[config.mk]
export PLATFORM = sky130hd
export DESIGN_NAME = bounded_stack_with_search_top
export DESIGN_NICKNAME = d
export VERILOG_FILES = /design/src/bss_pkg.sv /design/src/bounded_stack_with_search_top.sv
export SDC_FILE = /design/constraint.sdc
export NUM_CORES = 1
export LEC_CHECK = 0
export BUFFER_PORTS_ARGS = -buffer_cell sky130_fd_sc_hd__buf_4
export CAP_MARGIN = 20
export CORE_ASPECT_RATIO = 1.5
export CORE_UTILIZATION = 50
export DETAILED_ROUTE_END_ITERATION = 7
export PLACE_DENSITY = 0.66
export SLEW_MARGIN = 20
export SYNTH_ARGS = -nofsm -noshare
export SYNTH_HDL_FRONTEND = slang
export SYNTH_SLANG_ARGS = --single-unit
[constraint.sdc]
create_clock -name clk -period 9.4 [get_ports clk]
set_input_delay 1.88 -clock clk [delete_from_list [all_inputs] [get_ports clk]]
set_output_delay 1.88 -clock clk [all_outputs]
set_load 0.02 [all_outputs]
[src/bss_pkg.sv]
package bss_pkg;

    localparam int FUNC_W        = 2;
    localparam int ID_W          = 16;
    localparam int DATA_W        = 32;
    localparam int CNT_W         = 5;
    localparam int DEPTH_DEFAULT = 16;

    localparam logic [CNT_W-1:0] CAP_RESET = CNT_W'(16);

    // operation codes
    localparam logic [FUNC_W-1:0] FUNC_PUSH   = 2'd0;
    localparam logic [FUNC_W-1:0] FUNC_POP    = 2'd1;
    localparam logic [FUNC_W-1:0] FUNC_SEARCH = 2'd2;

    typedef enum logic [2:0] {
        ST_IDLE = 3'b001,
        ST_SCAN = 3'b010,
        ST_DONE = 3'b100
    } state_t;

endpackage

[src/bounded_stack_with_search_top.sv]
// channel   dir   handshake              beat carries
// -------   ---   ---------------------  ----------------------------------------------
// cfg       in    cfg_valid / cfg_ready  cfg_data: capacity register
// in        in    in_valid / in_ready    func, item_id, item_data
// out       out   out_valid / out_ready  ok, out_id, out_data, count, is_empty, is_full
//
// push and failing ops go from idle straight to done; pop and search pass through the scan
// state, a search stopping at the first match or at the bottom of the stack;
// the result lands in the output register at the edge where in_ready comes back
// rst_n is asynchronous active low: stack empties, capacity returns to 16.
// in_ready is high only in the idle state; a held result in the output register
// does not block a new beat, only the hand-over of the next result.
module bounded_stack_with_search_top
    import bss_pkg::*;
#(
    parameter int DEPTH = DEPTH_DEFAULT
)
(
    input  logic              clk,
    input  logic              rst_n,
    // configuration
    input  logic              cfg_valid,
    output logic              cfg_ready,
    input  logic [CNT_W-1:0]  cfg_data,
    // request
    input  logic              in_valid,
    output logic              in_ready,
    input  logic [FUNC_W-1:0] func,
    input  logic [ID_W-1:0]   item_id,
    input  logic [DATA_W-1:0] item_data,
    // result
    output logic              out_valid,
    input  logic              out_ready,
    output logic              ok,
    output logic [ID_W-1:0]   out_id,
    output logic [DATA_W-1:0] out_data,
    output logic [CNT_W-1:0]  count,
    output logic              is_empty,
    output logic              is_full
);

    localparam int AW = (DEPTH > 1) ? $clog2(DEPTH) : 1;
    localparam int CNT_MAX = (1 << CNT_W) - 1;
    // largest usable capacity: the built depth, bounded by what the register can hold
    localparam logic [CNT_W-1:0] CAP_MAX = CNT_W'((DEPTH > CNT_MAX) ? CNT_MAX : DEPTH);

    // record storage, one write port (push) and one registered read port (scan)
    logic [ID_W-1:0]   mem_id   [DEPTH];
    logic [DATA_W-1:0] mem_data [DEPTH];
    logic [ID_W-1:0]   rd_id_reg;
    logic [DATA_W-1:0] rd_data_reg;

    // control
    state_t            state_reg, state_next;
    logic [CNT_W-1:0]  cap_reg;
    logic [CNT_W-1:0]  fill_reg, fill_next;
    logic [AW-1:0]     scan_idx_reg, scan_idx_next;
    logic [CNT_W-1:0]  remain_reg, remain_next;
    logic              rd_valid_reg, rd_valid_next;
    logic              pop_mode_reg, pop_mode_next;
    logic [ID_W-1:0]   key_reg, key_next;

    // pending result (record part), status is taken when it moves to the output
    logic              res_ok_reg, res_ok_next;
    logic [ID_W-1:0]   res_id_reg, res_id_next;
    logic [DATA_W-1:0] res_data_reg, res_data_next;

    // output register
    logic              out_valid_reg;
    logic              ok_reg;
    logic [ID_W-1:0]   out_id_reg;
    logic [DATA_W-1:0] out_data_reg;
    logic [CNT_W-1:0]  count_reg;
    logic              is_empty_reg;
    logic              is_full_reg;

    logic [CNT_W-1:0]  cap_eff;
    logic              in_fire;
    logic              push_we;
    logic              rd_issue;
    logic              hit;
    logic              out_load;

    // zero acts as one, anything above CAP_MAX (the built depth, bounded by the register) acts as CAP_MAX
    always_comb
    begin
        if (cap_reg == '0)
        begin
            cap_eff = CNT_W'(1);
        end
        else if (cap_reg > CAP_MAX)
        begin
            cap_eff = CAP_MAX;
        end
        else
        begin
            cap_eff = cap_reg;
        end
    end

    assign cfg_ready = 1'b1;
    assign in_ready  = (state_reg == ST_IDLE);
    assign in_fire   = in_valid && in_ready;
    assign push_we   = in_fire && (func == FUNC_PUSH) && (fill_reg < cap_eff);

    // one read per scan cycle while entries remain; the compare follows in the next cycle
    assign rd_issue  = (state_reg == ST_SCAN) && (remain_reg != '0);
    assign hit       = rd_valid_reg && (pop_mode_reg || (rd_id_reg == key_reg));

    // result may move on once the output register is free or being drained
    assign out_load  = (state_reg == ST_DONE) && (!out_valid_reg || out_ready);

    always_comb
    begin
        state_next    = state_reg;
        fill_next     = fill_reg;
        scan_idx_next = scan_idx_reg;
        remain_next   = remain_reg;
        rd_valid_next = 1'b0;
        pop_mode_next = pop_mode_reg;
        key_next      = key_reg;
        res_ok_next   = res_ok_reg;
        res_id_next   = res_id_reg;
        res_data_next = res_data_reg;

        case (state_reg)
            ST_IDLE:
            begin
                if (in_fire)
                begin
                    res_ok_next   = 1'b0;
                    res_id_next   = '0;
                    res_data_next = '0;
                    key_next      = item_id;
                    state_next    = ST_DONE;
                    case (func)
                        FUNC_PUSH:
                        begin
                            if (push_we)
                            begin
                                fill_next   = fill_reg + CNT_W'(1);
                                res_ok_next = 1'b1;
                            end
                        end
                        FUNC_POP:
                        begin
                            if (fill_reg != '0)
                            begin
                                fill_next     = fill_reg - CNT_W'(1);
                                scan_idx_next = AW'(fill_reg - CNT_W'(1));
                                remain_next   = CNT_W'(1);
                                pop_mode_next = 1'b1;
                                state_next    = ST_SCAN;
                            end
                        end
                        FUNC_SEARCH:
                        begin
                            if (fill_reg != '0)
                            begin
                                scan_idx_next = AW'(fill_reg - CNT_W'(1));
                                remain_next   = fill_reg;
                                pop_mode_next = 1'b0;
                                state_next    = ST_SCAN;
                            end
                        end
                        default:
                        begin
                            // unused code: no change, failed result
                            state_next = ST_DONE;
                        end
                    endcase
                end
            end
            ST_SCAN:
            begin
                if (rd_issue)
                begin
                    scan_idx_next = scan_idx_reg - AW'(1);
                    remain_next   = remain_reg - CNT_W'(1);
                    rd_valid_next = 1'b1;
                end
                if (hit)
                begin
                    res_ok_next   = 1'b1;
                    res_id_next   = rd_id_reg;
                    res_data_next = rd_data_reg;
                    state_next    = ST_DONE;
                end
                else if (rd_valid_reg && (remain_reg == '0))
                begin
                    // last entry compared without a match
                    state_next = ST_DONE;
                end
            end
            ST_DONE:
            begin
                if (out_load)
                begin
                    state_next = ST_IDLE;
                end
            end
            default:
            begin
                state_next = ST_IDLE;
            end
        endcase
    end

    always_ff @(posedge clk or negedge rst_n)
    begin
        if (!rst_n)
        begin
            state_reg     <= ST_IDLE;
            cap_reg       <= CAP_RESET;
            fill_reg      <= '0;
            remain_reg    <= '0;
            rd_valid_reg  <= 1'b0;
            out_valid_reg <= 1'b0;
        end
        else
        begin
            state_reg    <= state_next;
            fill_reg     <= fill_next;
            remain_reg   <= remain_next;
            rd_valid_reg <= rd_valid_next;
            if (cfg_valid && cfg_ready)
            begin
                cap_reg <= cfg_data;
            end
            if (out_load)
            begin
                out_valid_reg <= 1'b1;
            end
            else if (out_ready)
            begin
                out_valid_reg <= 1'b0;
            end
        end
    end

    // datapath registers
    always_ff @(posedge clk)
    begin
        scan_idx_reg <= scan_idx_next;
        pop_mode_reg <= pop_mode_next;
        key_reg      <= key_next;
        res_ok_reg   <= res_ok_next;
        res_id_reg   <= res_id_next;
        res_data_reg <= res_data_next;
        if (out_load)
        begin
            ok_reg       <= res_ok_reg;
            out_id_reg   <= res_id_reg;
            out_data_reg <= res_data_reg;
            count_reg    <= fill_reg;
            is_empty_reg <= (fill_reg == '0);
            is_full_reg  <= (fill_reg >= cap_eff);
        end
    end

    // record memory
    always_ff @(posedge clk)
    begin
        if (push_we)
        begin
            mem_id[AW'(fill_reg)]   <= item_id;
            mem_data[AW'(fill_reg)] <= item_data;
        end
        if (rd_issue)
        begin
            rd_id_reg   <= mem_id[scan_idx_reg];
            rd_data_reg <= mem_data[scan_idx_reg];
        end
    end

    assign out_valid = out_valid_reg;
    assign ok        = ok_reg;
    assign out_id    = out_id_reg;
    assign out_data  = out_data_reg;
    assign count     = count_reg;
    assign is_empty  = is_empty_reg;
    assign is_full   = is_full_reg;

endmodule
=== Yosys cells after proc, flatten, opt, wreduce, memory -nomap -nowiden ===
Memory sizes are Yosys's and may differ from the RTL's. A register that Yosys moved wholly into a read port is not among the register bits.
Cells that the tools add are included.

* Magnitude comparators: 3
* Equality and inequality tests: 19
* Add/sub/neg operators: 4
* Mux-type cells: 42
* Reduce and logical (&&, ||, !) cells: 28

{| class="wikitable"
|+ Operators by type and width
! kind !! number
|-
| $mux 32 || 2
|-
| $pmux 32 s2 || 1
|-
| $mux 5 || 8
|-
| $mux 16 || 2
|-
| $pmux 16 s2 || 1
|-
| $pmux 5 s2 || 3
|-
| $mux 3 || 6
|-
| $eq 16x16->1 || 1
|-
| $mux 4 || 4
|-
| $logic_not 5->1 || 3
|-
| $reduce_and 5->1 || 3
|-
| $ne 2x2->1 const B || 7
|-
| $mux 1 || 11
|-
| $reduce_bool 5->1 || 2
|-
| $sub 5x1->5 const B || 2
|-
| $pmux 3 s3 || 1
|-
| $pmux 4 s2 || 1
|-
| $reduce_bool 2->1 || 4
|-
| $logic_and 1x1->1 || 7
|-
| $ne 3x3->1 const B || 2
|-
| $reduce_and 3->1 || 2
|-
| $reduce_and 6->1 || 1
|-
| $add 5x1->5 const B || 1
|-
| $ge 5x5->1 || 1
|-
| other kinds (17) || 20
|}

* Logic and storage cells: 116
* Register bits after elaboration: 146
* Bits of input ports: 60
* Memories: 2
* Memory bits (writable): 768

{| class="wikitable"
|+ Memory list
! memory !! depth !! bits a word !! rd ports !! clocked after Yosys merged registers in !! write ports !! RTL line !! text
|-
| mem_data || 16 || 32 || 1 || 1 || 1 || bounded_stack_with_search_top.sv:49 || <nowiki>logic [DATA_W-1:0] mem_data [DEPTH];</nowiki>
|-
| mem_id || 16 || 16 || 1 || 1 || 1 || bounded_stack_with_search_top.sv:48 || <nowiki>logic [ID_W-1:0] mem_id [DEPTH];</nowiki>
|}

=== Longest topological paths before layout ===
Gate-level depths: netlist of the first run.

* Word-level depth: 9
* Depth in mapped cells: 10
* Mapped depth without buffers: 9

=== Worst setup path before layout of the first run ===
Ideal clock, no wire load.

* Path kind: input -> register
* Start: input port in_valid
* End: memory mem_data[0][0] (enable)
* Data arrival time: 7.311 ns
* Cell stages on the path: 5
* Slack: 1.517 ns
* Path through: nand2_1 > or3_1 > inv_2 > nand2_1 > nor4_1

* Word-level cells in the longest chain between the ends: 5

{| class="wikitable"
|+ RTL lines
! element !! RTL line !! text
|-
| start, declared || bounded_stack_with_search_top.sv:26 || <nowiki>input logic in_valid,</nowiki>
|-
| $logic_and 1x1->1 || bounded_stack_with_search_top.sv:103 || <nowiki>assign in_fire = in_valid && in_ready;</nowiki>
|-
| $logic_and 1x1->1 (2 in a row) || bounded_stack_with_search_top.sv:104 || <nowiki>assign push_we = in_fire && (func == FUNC_PUSH) && (fill_reg < cap_eff);</nowiki>
|-
| $mux 1 || bounded_stack_with_search_top.sv:264 || <nowiki>if (push_we)</nowiki>
|-
| $mux 1 (implied by the code) || bounded_stack_with_search_top.sv:267 || <nowiki>mem_data[AW'(fill_reg)] <= item_data;</nowiki>
|-
| end, declared || bounded_stack_with_search_top.sv:49 ||
|}

Every way passes these cells.

=== Worst setup path in the final report of the first run ===
* Start: input port in_valid
* End: memory mem_data[9][17] (enable)

Same word-level chain as after synthesis.

==> results of run 1 <==
## cells in the final DEF, fill, tap and decap left out, types with 5 or more instances in the layout
cell and count:
sky130_fd_sc_hd__and2_1 49, sky130_fd_sc_hd__clkbuf_1 18, sky130_fd_sc_hd__dfrtp_1 18, sky130_fd_sc_hd__nand4_1 6, sky130_fd_sc_hd__nand2b_1 7, sky130_fd_sc_hd__a21oi_1 8
sky130_fd_sc_hd__nor2_1 11, sky130_fd_sc_hd__nor3_1 5, sky130_fd_sc_hd__xnor2_1 19, sky130_fd_sc_hd__nand3_1 6, sky130_fd_sc_hd__edfxtp_1 942, sky130_fd_sc_hd__xor2_1 5
sky130_fd_sc_hd__clkinvlp_4 6, sky130_fd_sc_hd__clkbuf_16 88, sky130_fd_sc_hd__buf_4 132, sky130_fd_sc_hd__nand2_1 19, sky130_fd_sc_hd__o21ai_0 12, sky130_fd_sc_hd__inv_1 15
sky130_fd_sc_hd__clkinv_1 18, sky130_fd_sc_hd__mux4_2 132, sky130_fd_sc_hd__bufinv_16 6, sky130_fd_sc_hd__ha_1 15, sky130_fd_sc_hd__mux4_1 108, sky130_fd_sc_hd__clkinv_2 13
## per-stage QoR
stage | instance area [sq um] | hold slack, ns | util (%)
floorplan | 36700 | 0.400 | -
global placement | 38400 | 0.401 | 53.0
detailed placement | 38400 | 0.405 | 53.0
CTS | 41100 | 0.417 | 56.7
global route | 41100 | 0.419 | 56.7
finish | 41100 | 0.417 | 56.7
## per-layer routing
metal / up-vias / global-route usage [%]
met1: 8329 / 25.5
li1: 6770 / -
met3: 93 / 2.59
met4: 2 / 5.71
met2: 376 / 34.4
met5: - / 0
## logic make-up (layout without fill, tap and decap cells)
logic type,after synthesis,after routing
AO/OA/AOI/OAI,44,44
adder cells (fa/ha/maj),15,15
flip-flops,962,962
AND/OR/NAND/NOR,130,130
buffers and inverters,87,306
XOR/XNOR,24,24
other,1,2
multiplexers,245,245
## where the power goes
part | switching (mW) | leakage, nW | internal, mW
Combinational | 0.939 | 3.29 | 0.822
Clock | 1.51 | 1.31 | 1.90
Sequential | 0.114 | 8.76 | 5.04
## how the worst min path moves through the flow
stage	start	endpoint	slack (ns)	cells after the start
after floorplan	res_ok_reg$_SDFFCE_PP1P_	ok$_DFFE_PP_	0.40	0
after global placement	res_id_reg[6]$_SDFFCE_PN0P_	out_id[6]$_DFFE_PP_	0.40	0
after detailed placement	res_data_reg[0]$_SDFFCE_PN0P_	out_data[0]$_DFFE_PP_	0.40	0
after CTS	res_id_reg[8]$_SDFFCE_PN0P_	out_id[8]$_DFFE_PP_	0.42	0
after global routing	res_data_reg[15]$_SDFFCE_PN0P_	out_data[15]$_DFFE_PP_	0.42	0
final	res_id_reg[8]$_SDFFCE_PN0P_	out_id[8]$_DFFE_PP_	0.42	0
## final cells by class
class	instances	share of cell area (%)
Inverter	17	0.158
Clock buffer	107	5.55
Timing Repair Buffer	133	2.46
Tap cell	922	2.80
Clock inverter	49	1.04
Sequential cell	962	70.0
Multi-Input combinational cell	459	18.0
Antenna cell	1	0.00608
==> results.md, run 1 <==
Critical path:
- For this design, the slowest cell found on the critical path is sky130_fd_sc_hd__buf_4.
- The largest driver fanout on the critical path is 48.
- The logic depth of the worst setup path including buffers is 9.
- Walking the worst path, the cells encountered are buf_4, nand2_1, or3_1, inv_2, nand2_1, nor3_4, nand2_1, nor3b_2, buf_4.
- The worst register-to-register path ends at mem_data[9][17]$_DFFE_PP_.
- STA classifies the critical path startpoint as an input pin.
- The number of buffer and inverter stages on the critical path is 3.
- The most critical setup path has its startpoint at in_valid.
- The delay of the slowest cell on the worst path is 0.69 ns.
- The cell depth of the worst flop-to-flop path is 8.
- The classification of the worst setup path is input pin to flip-flop.
- In this run the critical register-to-register path is launched from state_reg[0]$_DFFE_PN1P_.
- On the critical path the largest part of the delay comes from simple AND/OR/NAND/NOR gates.
- The most numerous cell on the critical path is sky130_fd_sc_hd__nand2_1.
- Setup slack on the worst reg-to-reg path comes out at 5.72 ns.
- The worst setup path is captured at a flip-flop.
- The worst setup path endpoint is mem_data[9][17]$_DFFE_PP_.
- The arrival time of the worst setup path is 4.65 ns.
- At the worst endpoint, the required time is 9.65 ns.

GRT:
- The total overflow left after global routing is 0.
- The maximum number of pins on one net before global-route repair is 131.
- The wire length of the first global-routing pass is 107 mm.
- The number of global-route vias before repair is 16,498.
- The number of antenna violations at the first check in global routing is 4.
- For this run, the total global-route usage over all layers was measured as 19.5%.

Clock network:
- The clock input transition at the sequential cells of the worst setup and hold paths is 0.07 ns.
- TritonCTS created 86 clock buffers.
- The quantity of gates resized following cts is 0.
- The library cell used as clock root buffer is sky130_fd_sc_hd__clkbuf_16.
- The clock tree from TritonCTS is yes.
- After clock tree synthesis, the setup repair step added 0 buffers.
- In this run the number of H-tree levels came out at 3.
- No sink is reached through more buffers than the 3 on the longest clock path.
- The insertion delay to the later sink of the worst-skew pair is 0.64 ns.
- The tree built by TritonCTS fans out to 962 sinks.
- The hold buffer count at cts is 0.

Final layout:
- In the final layout, the registers with the most flip-flops are mem_data: 512 flops, mem_id: 256 flops.
- The post-synthesis to final-layout area growth is 12.1%.
- The multi-input combinational cells in the finished layout cover a total of 7400 sq um.
- The register ranked first by flip-flop count is mem_data.
- The layout cell share with drive strength beyond 1 is 23.9%.
- Fill cells in the final layout number 5,152.
- The sequential cell area is 28,800 sq um.
- The flip-flop count of the largest register after layout is 512.
- The net count of the finished layout is 1,734.
- The number of standard cells in the layout, taps in and fillers out is 2,650.

Synth:
- The main combinational cell family by area after synthesis is multiplexers.
- The count of flip-flops with a built-in enable after synthesis is 942.
- The most used flip-flop cell after synthesis is sky130_fd_sc_hd__edfxtp_1.
- The area share of fa/ha/maj cells after synthesis is 0.512%.
- The synthesized design spends more area on one cell type than any other, namely sky130_fd_sc_hd__edfxtp_1.
- The number of standard cells after synthesis is 1,508.
- After synthesis, the share of cell area in mux cells is 16.0%.
- During synthesis, Yosys emitted a total of 0 warnings.
- The proportion of netlist area held by the largest area contributor is 77.1%.
- Of the total synthesized cell area, the portion taken by AND, OR, NAND and NOR gates is 2.06%.
- The number of nets in the synthesized netlist is 1,583.
- Counting flops with an async set or reset pin after synthesis yields a share of 2.08%.
- By count the netlist is led by sky130_fd_sc_hd__edfxtp_1, sky130_fd_sc_hd__mux4_2, sky130_fd_sc_hd__mux4_1.
- Ranked by total cell area, the synthesized netlist is headed by sky130_fd_sc_hd__edfxtp_1, sky130_fd_sc_hd__mux4_2, sky130_fd_sc_hd__mux4_1.
- After synthesis, flip-flops and latches occupy 78.5% of the total area.
- Summing the areas of all compound-gate instances in the mapped netlist gives 0.791% of the synthesized area.
- The cell area after synthesis is 36,700 sq um.
- The most common cell in the synthesized netlist is sky130_fd_sc_hd__edfxtp_1.
- After synthesis the netlist holds a flip-flop and latch count of 962.
- The number of different library cells used by synthesis comes to 56.
- The synthesized netlist devotes 0.573% of its cell area to XOR and XNOR gates.
- The post-synthesis average cell area is 24.3 sq um.

STA:
- The setup slack of the critical path after layout is 5.01 ns.
- The worst setup skew after layout is 0.0196 ns.
- The final number of hold-violating endpoints came to 0.
- The worst slew margin relative to its limit is 18.6%.
- The worst path needs 4.39 ns of the cycle, external delays included.
- Setup repair after global routing left no endpoint under its margin.
- The max-slew violation total from the final report is 0.
- At the pin with the least slew margin, the transition time is 1.22 ns.
- The fmax is 0.228 GHz.
- The post-route clock period utilization is 46.7%.
- For the final routed database, the setup TNS stands at 0 ns.
- Setup violations remaining at the end of the flow were counted as 0.

Drt:
- In the final routing, the length of wire on met1 measures 28.9 mm.
- Detailed routing placed a total of 2.89 mm of wire on met3.
- The post-detailed-routing wire length is 70.5 mm.
- The average routed wire per standard cell is 26.6 um.
- After detailed routing, the number of vias per cell comes to 5.88.
- The starting DRC count in detailed routing is 1,220.
- The highest metal layer with signal wires is met5.
- The sum of met2 wire segment lengths after detailed routing is 37.5 mm.
- The first-pass iteration count of the detailed router is 5.
- The routed via count is 15,570.
- In this run the remaining antenna-violating nets after routing total 0.
- The count of unresolved DRC violations after routing is 0.

Floorplanning:
- The floorplan die height is 334 um.
- The initial utilization of the core area, before any placement, comes to 50.6%.
- From left edge to right edge, the die measures 223 um.
- The placeable core region is 72,500 sq um.
- The die covers 74,500 sq um.
- The floorplan has 121 rows.
- 119 I/O pins were placed.

Place:
- Prior to clock tree synthesis, the placed netlist has a worst setup slack of 4.34 ns.
- In this run, placement finished with an instance count of 2,493.
- The HPWL after detailed placement is 37.0 mm.
- The weighted congestion reported at the end of routability-driven placement is 0.764.
- The port buffer count is 117.

Pwr:
- The worst-case IR drop observed on VDD is 0.166 mV.
- The power per cell area is 251 nW/um^2.
- Summed over all cells, the static leakage comes to 13.4 nW.
- The overall power after layout is 10.3 mW.

Job:
- The tool flagged a number of max-cap violations equal to 0.

Run status:
- The run finished with clean final reports.

Worst hold path:
- The tightest min-delay check is of the flip-flop to flip-flop type.
(Power assumes the default switching activity.)
==> inputs of run 2 (changes only) <==
==> constraint.sdc (replaced) <==
create_clock -name clk -period 4.6 [get_ports clk]
set_input_delay 0.92 -clock clk [delete_from_list [all_inputs] [get_ports clk]]
set_output_delay 0.92 -clock clk [all_outputs]
set_load 0.02 [all_outputs]
==> results.md, run 2 (synthesis gave the netlist of run 1 again) <==
Critical path:
- The launching element of the worst setup path is fill_reg[3]$_DFFE_PN0P_.
- The required time at the endpoint of the critical path is 4.89 ns.
- The critical path ends at mem_data[10][17]$_DFFE_PP_.
- The worst-path cell with the longest stage delay is sky130_fd_sc_hd__dfrtp_1.
- The reg-to-reg setup timing slack is 1.35 ns.
- The number of cells on the worst reg-to-reg path is 7.
- Data on the critical path arrives at its endpoint at 3.54 ns.
- The worst setup path is captured at a flip-flop.
- The worst register-to-register path begins at fill_reg[3]$_DFFE_PN0P_.
- The worst register-to-register path ends at mem_data[10][17]$_DFFE_PP_.
- Walking the worst path, the cells encountered are ha_1, nand3_1, nand2_1, nor3_4, nand2_1, nor3b_2, buf_4.
- The classification of the worst setup path is flip-flop to flip-flop.
- The cell that appears most often on the critical path is sky130_fd_sc_hd__nand2_1.
- The largest driver fanout on the critical path is 33.
- The worst setup path is launched from a flip-flop.
- The largest single stage delay on the critical path is 0.78 ns.

Drt:
- For this run, design rule violations remaining after detail routing come to 0.
- The average routed wire per standard cell is 26.7 um.
- The detail route stage leaves a number of antenna-violating nets equal to 0.
- In the routed layout, each cell is associated on average with a via count of 5.90.
- The first TritonRoute pass finished after 7 iterations.
- The first routing iteration left 1,381 violations.
- The final route contains 15,682 vias.
- The post-detailed-routing wire length is 71.1 mm.

Place:
- Prior to clock tree synthesis, the placed netlist has a worst setup slack of 1.06 ns.
- The total instance count after detailed placement is 2,499.
- Buffers placed on the I/O ports in this run total 117.
- The congestion estimate from routability-driven global placement came to 0.776.
- The HPWL after detailed placement is 38.0 mm.
- Once placement finished, the instance area stood at 38,500 sq um.

STA:
- Setup violations remaining at the end of the flow were counted as 0.
- Setup repair after global routing left no endpoint under its margin.
- The fmax is 0.308 GHz.
- The smallest clock period supported by the final layout is computed as 3.25 ns.
- The post-route clock period utilization is 70.7%.
- The worst slew margin relative to its limit is 31.4%.
- On the final layout, the worst hold slack is 0.136 ns.
- The setup slack of the critical path after layout is 1.35 ns.
- The final-layout setup total negative slack is 0 ns.
- The final number of hold-violating endpoints was 0.
- The clock arrives with 0.0266 ns of skew.
- The max-slew violation total from the final report is 0.
- The actual transition at the worst max-transition pin is 1.03 ns.

Run status:
- The flow ran to the end, and the final reports show no timing, DRC or antenna violations.

Final layout:
- At the end of the flow, the number of nets in the layout was 1,742.
- The number of standard cells in the layout, taps in and fillers out is 2,659.
- The register ranked first by flip-flop count is mem_data.
- The count of antenna diodes in the layout is 0.
- The largest registers in the layout are mem_data: 512 flops, mem_id: 256 flops.
- The area growth from synthesis to layout is 12.8%.
- Cells fill 57.0% of the core in the end.
- The flip-flop count of the largest register after layout is 512.
- Cells with a size suffix above 1 make up 24.9% of the layout.
- The sequential cell area is 28,800 sq um.
- With fillers left out, the area of the finished cells amounts to 41,400 sq um.
- The footprint of the multi-input gates is 7410 sq um.
- The most frequent standard cell in the layout excluding fill and tap cells is sky130_fd_sc_hd__edfxtp_1.
- The count of filler cells inserted in the layout is 5,127.
- In the layout the commonest cells are sky130_fd_sc_hd__edfxtp_1, sky130_fd_sc_hd__buf_4, sky130_fd_sc_hd__mux4_2.

Clock network:
- Counting the buffers created by CTS gives 88.
- The clock tree synthesis step divided the H-tree into 3 levels.
- For this design, the CTS-stage hold fixing added 0 buffers.
- Clock tree synthesis found a total of 962 sinks.
- The clock tree from TritonCTS is yes.
- In this run the clock root is driven by a sky130_fd_sc_hd__clkbuf_16.
- The number of setup buffers added after CTS is 0.
- The clock passes through at most 3 buffers.
- The quantity of gates resized following cts is 0.
- Clock latency on the worst-skew pair, taken at its later pin, is 0.66 ns.
- After clock tree synthesis, the clock-pin slew on the worst setup and hold paths is 0.07 ns.

Floorplanning:
- The site row count is 121.
- 119 I/O pins were placed.
- The floorplan step defined a die boundary enclosing 74,500 sq um.
- The total area inside the core boundary comes to 72,500 sq um.
- Once the floorplan was initialized, standard cells occupied 50.6% of the core.
- The die is 223 um wide.
- From bottom edge to top edge, the die measures 334 um.

GRT:
- The routing usage on met1 is 26.0%.
- The met3 demand-to-capacity share in global routing is 2.79%.
- The number of antenna violations at the first check in global routing is 1.
- The number of global-route vias before repair is 16,592.
- Entering global routing, the biggest net connects 101 pins.
- After global routing, the most crowded layer is met2.
- Across every metal layer, demand over resource in global routing totals 19.6%.
- The wire length of the first global-routing pass is 107 mm.
- Global routing used 33.8% of the available met2 tracks.
- After global routing the overflow that remains totals 0.

Pwr:
- The overall power after layout is 21.4 mW.
- Summed over all cells, the static leakage comes to 13.5 nW.
- The worst vdd rail ir drop is 0.264 mV.
- Power spread over the standard cell area amounts to 517 nW/um^2.

Worst hold path:
- The path class of the tightest hold or removal check is input pin to async pin.

Job:
- The number of max-cap violations is 0.
==> run 2: worst min path at each step <==
stage	end	cells after the start	from
global placement	out_id[9]$_DFFE_PP_	0	res_id_reg[9]$_SDFFCE_PN0P_
detailed placement	out_id[15]$_DFFE_PP_	0	res_id_reg[15]$_SDFFCE_PN0P_
global route	remain_reg[4]$_DFFE_PN0P_	1	rst_n
floorplan	ok$_DFFE_PP_	0	res_ok_reg$_SDFFCE_PP1P_
finish	cap_reg[0]$_DFFE_PN0P_	1	rst_n
CTS	cap_reg[0]$_DFFE_PN0P_	1	rst_n
==> run 2: per-layer routing <==
| metal | part of all wire, % | vias up | routed length [um] |
|---|---|---|---|
| met4 | 1.9 | 2 | 1350 |
| met3 | 4.6 | 90 | 3300 |
| met2 | 52 | 411 | 37000 |
| met5 | 0.014 | - | 10 |
| li1 | - | 6771 | - |
| met1 | 41 | 8408 | 29500 |
==> run 2: final cells by class <==
cell class	count	share of cell area [%]
flip-flops and latches	962	69.6
multi-input cells	459	17.9
clock buffers	99	5.53
clock inverters	61	1.36
repair buffers	139	2.67
well taps	922	2.79
inverters	17	0.157
==> run 2: critical path, delay by kind of cell (launching register included) <==
family                     cells  cell delay (ns)
and+or+nand+nor                5             1.15
buffers and inverters          1             0.53
DFF                            1             0.78
adders and majority gates      1             0.36
==> run 2: power breakdown <==
part           internal [mW]  switching (mW)  total, mW
Clock                   4.05            3.17       7.22
Combinational           1.70            1.95       3.65
Sequential              10.3           0.229       10.5
Total                   16.1            5.35       21.4
==> inputs of run 3 (changes only) <==
--- a/config.mk
+++ b/config.mk
@@ -5,12 +5,13 @@
 export SDC_FILE = /design/constraint.sdc
 export NUM_CORES = 1
 export LEC_CHECK = 0
+export ABC_AREA = 1
 export BUFFER_PORTS_ARGS = -buffer_cell sky130_fd_sc_hd__buf_4
 export CAP_MARGIN = 20
 export CORE_ASPECT_RATIO = 1.5
 export CORE_UTILIZATION = 50
 export DETAILED_ROUTE_END_ITERATION = 7
-export PLACE_DENSITY = 0.66
+export PLACE_DENSITY = 0.69
 export SLEW_MARGIN = 20
 export SYNTH_ARGS = -nofsm -noshare
 export SYNTH_HDL_FRONTEND = slang
==> constraint.sdc (replaced) <==
create_clock -name clk -period 2.9 [get_ports clk]
set_input_delay 0.58 -clock clk [delete_from_list [all_inputs] [get_ports clk]]
set_output_delay 0.58 -clock clk [all_outputs]
set_load 0.02 [all_outputs]
==> results.md, run 3 <==
Synth:
- Yosys printed 0 warnings.
- By count the netlist is led by sky130_fd_sc_hd__edfxtp_1, sky130_fd_sc_hd__nor2_1, sky130_fd_sc_hd__o21ai_0.
- The predominant post-synthesis flop cell is sky130_fd_sc_hd__edfxtp_1.
- Of the post-synthesis cell area, the dominant cell type holds 76.4%.
- The count of flip-flops with a built-in enable after synthesis is 942.
- The mapped netlist covers 37,000 sq um.
- Among all cell types in the netlist, the one instantiated most often is sky130_fd_sc_hd__edfxtp_1.
- Synthesis inferred 962 register bits.
- The fraction of synthesis flops using an asynchronous set or reset pin is 2.08%.
- By area the synthesized netlist is led by sky130_fd_sc_hd__edfxtp_1, sky130_fd_sc_hd__o21ai_0, sky130_fd_sc_hd__nor2_1.
- Synthesis instantiated 40 different standard cells from the library.
- Summed over all instances, the cell type with the most area after synthesis is sky130_fd_sc_hd__edfxtp_1.
- The post-synthesis average cell area is 14.1 sq um.
- Sequential cells were found to cover 77.8% of the synthesized design area.
- The number of nets in the synthesized netlist is 2,700.
- The number of standard cells after synthesis is 2,625.

GRT:
- The number of antenna violations at the first check in global routing is 3.
- The number of global-route vias before repair came to 22,457.
- Entering global routing, the biggest net connects 194 pins.
- The overflow left after global routing is 0.
- Across every metal layer, demand over resource in global routing totals 23.8%.
- The first global-routing pass estimated 134 mm of wire.

Drt:
- After detailed routing, the number of vias per cell comes to 5.96.
- The remaining number of nets flagged by the antenna check after routing is 0.
- Before antenna repair, the detailed router went through 5 iterations.
- The count of unresolved DRC violations after routing is 0.
- The post-detailed-routing wire length is 89.8 mm.
- For this block, the initial DRC count from the detailed router was 2,068.
- The routed via count is 22,698.
- Dividing the detail-routed wire length by the instance count gives 23.6 um.

Floorplanning:
- The I/O pin count is 119.
- The area of the die is 75,100 sq um.
- Row generation in the floorplan step produced 121 rows.
- The floorplan die height is 335 um.
- The core region is 73,000 sq um.
- The floorplan step set the die width to 224 um.
- The initial core utilization is 50.7%.

Critical path:
- The worst setup path is of the flip-flop to flip-flop kind.
- At the worst endpoint, the required time is 3.23 ns.
- For the worst setup path, the data arrival time is 3.08 ns.
- The category of the worst setup path launch point is a flip-flop.
- STA classifies the critical path endpoint as a flip-flop.
- The largest driver fanout on the critical path is 18.

Clock network:
- The H-tree depth is 3.
- The clock input transition at the sequential cells of the worst setup and hold paths is 0.06 ns.
- Counting the buffers created by CTS gives 85.
- The library cell used as clock root buffer is sky130_fd_sc_hd__clkbuf_16.
- The clock reaches the later pin of the worst-skew pair after 0.65 ns.
- The total clock sinks is 962.
- The clock tree from TritonCTS is yes.
- The number of buffers between clock root and the deepest sink is 3.

Pwr:
- The analysis attributes to cell leakage a power of 14.3 nW.
- The worst vdd rail ir drop is 0.833 mV.
- Dividing total power by cell area gives a power density of 926 nW/um^2.

STA:
- Setup violations remaining at the end of the flow were counted as 0.
- Measured against its own limit, the worst slew margin works out to 32.2%.
- Subtracting the final worst setup slack from the clock period gives 2.75 ns.
- The final number of hold-violating endpoints is 0.
- The max-slew violation total from the final report is 0.
- In the final timing run, aggregate negative setup slack is 0 ns.
- Between clock sinks in the finished design, the worst skew comes to 0.0300 ns.
- The actual transition at the worst max-transition pin is 1.02 ns.
- Setup repair after global routing left no endpoint under its margin.
- The fmax is 0.363 GHz.
- The post-route clock period utilization is 94.9%.

Final layout:
- The number of antenna diodes in the final layout is 0.
- The register with the most flip-flops in the layout has 512 of them.
- The count of filler cells inserted in the layout is 5,542.
- In the final layout, the registers with the most flip-flops are mem_data: 512 flops, mem_id: 256 flops.
- The top cell types in the final layout, fill and taps aside, are sky130_fd_sc_hd__edfxtp_1, sky130_fd_sc_hd__nor2_1, sky130_fd_sc_hd__o21ai_0.
- The register ranked first by flip-flop count is mem_data.
- For this run, the number of standard cells in the final layout without fillers is 3,809.
- The layout cell share with drive strength beyond 1 is 13.5%.
- The final net count is 2,830.
- From synthesis to final layout, the design area changed by 15.6%.
- The most frequent standard cell in the layout excluding fill and tap cells is sky130_fd_sc_hd__edfxtp_1.

Place:
- During placement, the flow inserted port buffers numbering 117.
- After detailed placement, the design holds a cell count of 3,644.
- The weighted congestion reported at the end of routability-driven placement is 0.846.
- Summed over all nets, the half-perimeter wirelength after detailed placement is 52.0 mm.

Run status:
- The run finished with clean final reports.

Job:
- Across the run, the number of max-cap violations was 0.

Worst hold path:
- The type of the tightest min-delay check is input pin to flip-flop.
## run 3: timing repair
item / in CTS / in global routing
buffers inserted: 0 / 3
gates resized for setup: 0 / 5
endpoints found under the setup margin: 0 / 451
hold buffers: 1 / 0
endpoints found under the hold margin: 18 / 0
## run 3: kinds of logic (layout without fill, tap and decap cells)
group,count (synthesis),in the layout,share of synthesized area [%]
AOI/OAI and AO/OA,657,657,10.9
xor gates and xnor gates,9,9,0.213
adders and majority gates,15,15,0.507
buffers and inverters,273,473,2.99
DFF,962,962,77.8
muxes,1,1,0.0270
other,1,1,0.0101
and+or+nand+nor,707,707,7.58
## run 3: area by class of cell
| type | count | area [sq um] | area share [%] |
|---|---|---|---|
| flip-flops and latches | 962 | 28800 | 67.3 |
| clock buffers | 108 | 2320 | 5.42 |
| repair buffers | 213 | 2280 | 5.33 |
| multi-input cells | 1390 | 7260 | 17.0 |
| inverters | 103 | 400 | 0.936 |
| clock inverters | 49 | 494 | 1.16 |
| well taps | 984 | 1230 | 2.88 |
## run 3: routing by layer
layer	track usage, %	vias to the layer above	part of all wire, %
met2	41.2	988	52
met5	0	-	0.029
met1	29.4	11429	38
met3	3.68	204	6.9
met4	10.9	4	3.7
li1	-	10073	-
## run 3: path summary, 6_finish.rpt
| check | startpoint | to | slack (ns) | cells past startpoint |
|---|---|---|---|---|
| worst min-delay path | cfg_data[3] | cap_reg[3]$_DFFE_PN0P_ | 0.19 | 3 |
| worst min register to register | res_data_reg[21]$_SDFFCE_PN0P_ | out_data[21]$_DFFE_PP_ | 0.40 | 0 |
| max in group asynchronous | rst_n | state_reg[0]$_DFFE_PN1P_ | 2.24 | 2 |
| worst max register to register | cap_reg[3]$_DFFE_PN0P_ | mem_data[10][17]$_DFFE_PP_ | 0.15 | 14 |
| min in group asynchronous | rst_n | fill_reg[1]$_DFFE_PN0P_ | 0.38 | 2 |
| worst max-delay path | cap_reg[3]$_DFFE_PN0P_ | mem_data[10][17]$_DFFE_PP_ | 0.15 | 14 |
## run 3: power breakdown
part / leakage [nW] / switching (mW) / internal, mW
logic: 4.18 / 8.08 / 3.47
clock network: 1.37 / 4.92 / 6.48
registers: 8.77 / 0.274 / 16.4
total: 14.3 / 13.3 / 26.3
## run 3: per-stage QoR
| stage | total power, mW | hold slack [ns] | util (%) | worst slack [ns] | instance area, sq um |
|---|---|---|---|---|---|
| after global placement | 28.1 | 0.400 | 54.6 | 0.0550 | 39800 |
| final | 39.6 | 0.193 | 58.6 | 0.148 | 42800 |
| after CTS | 39.7 | 0.158 | 58.4 | 0.0395 | 42600 |
| after global routing | 41.3 | 0.195 | 58.6 | 0.00978 | 42800 |
| after floorplan | 24.1 | 0.284 | - | -0.346 | 37100 |
| after detailed placement | 28.4 | 0.405 | 54.6 | 0.0514 | 39800 |
## run 3: critical path, cell delays in order, from the launching register on
cell	delay [ns]
sky130_fd_sc_hd__dfrtp_1	0.38
sky130_fd_sc_hd__inv_1	0.08
sky130_fd_sc_hd__nand4_1	0.12
sky130_fd_sc_hd__nand2_1	0.12
sky130_fd_sc_hd__nand2_1	0.07
sky130_fd_sc_hd__ha_1	0.29
sky130_fd_sc_hd__a21oi_1	0.13
sky130_fd_sc_hd__o21a_1	0.19
sky130_fd_sc_hd__nand3_4	0.17
sky130_fd_sc_hd__inv_2	0.13
sky130_fd_sc_hd__nand2_1	0.09
sky130_fd_sc_hd__buf_4	0.17
sky130_fd_sc_hd__nor2_4	0.13
sky130_fd_sc_hd__buf_4	0.16
sky130_fd_sc_hd__buf_12	0.17
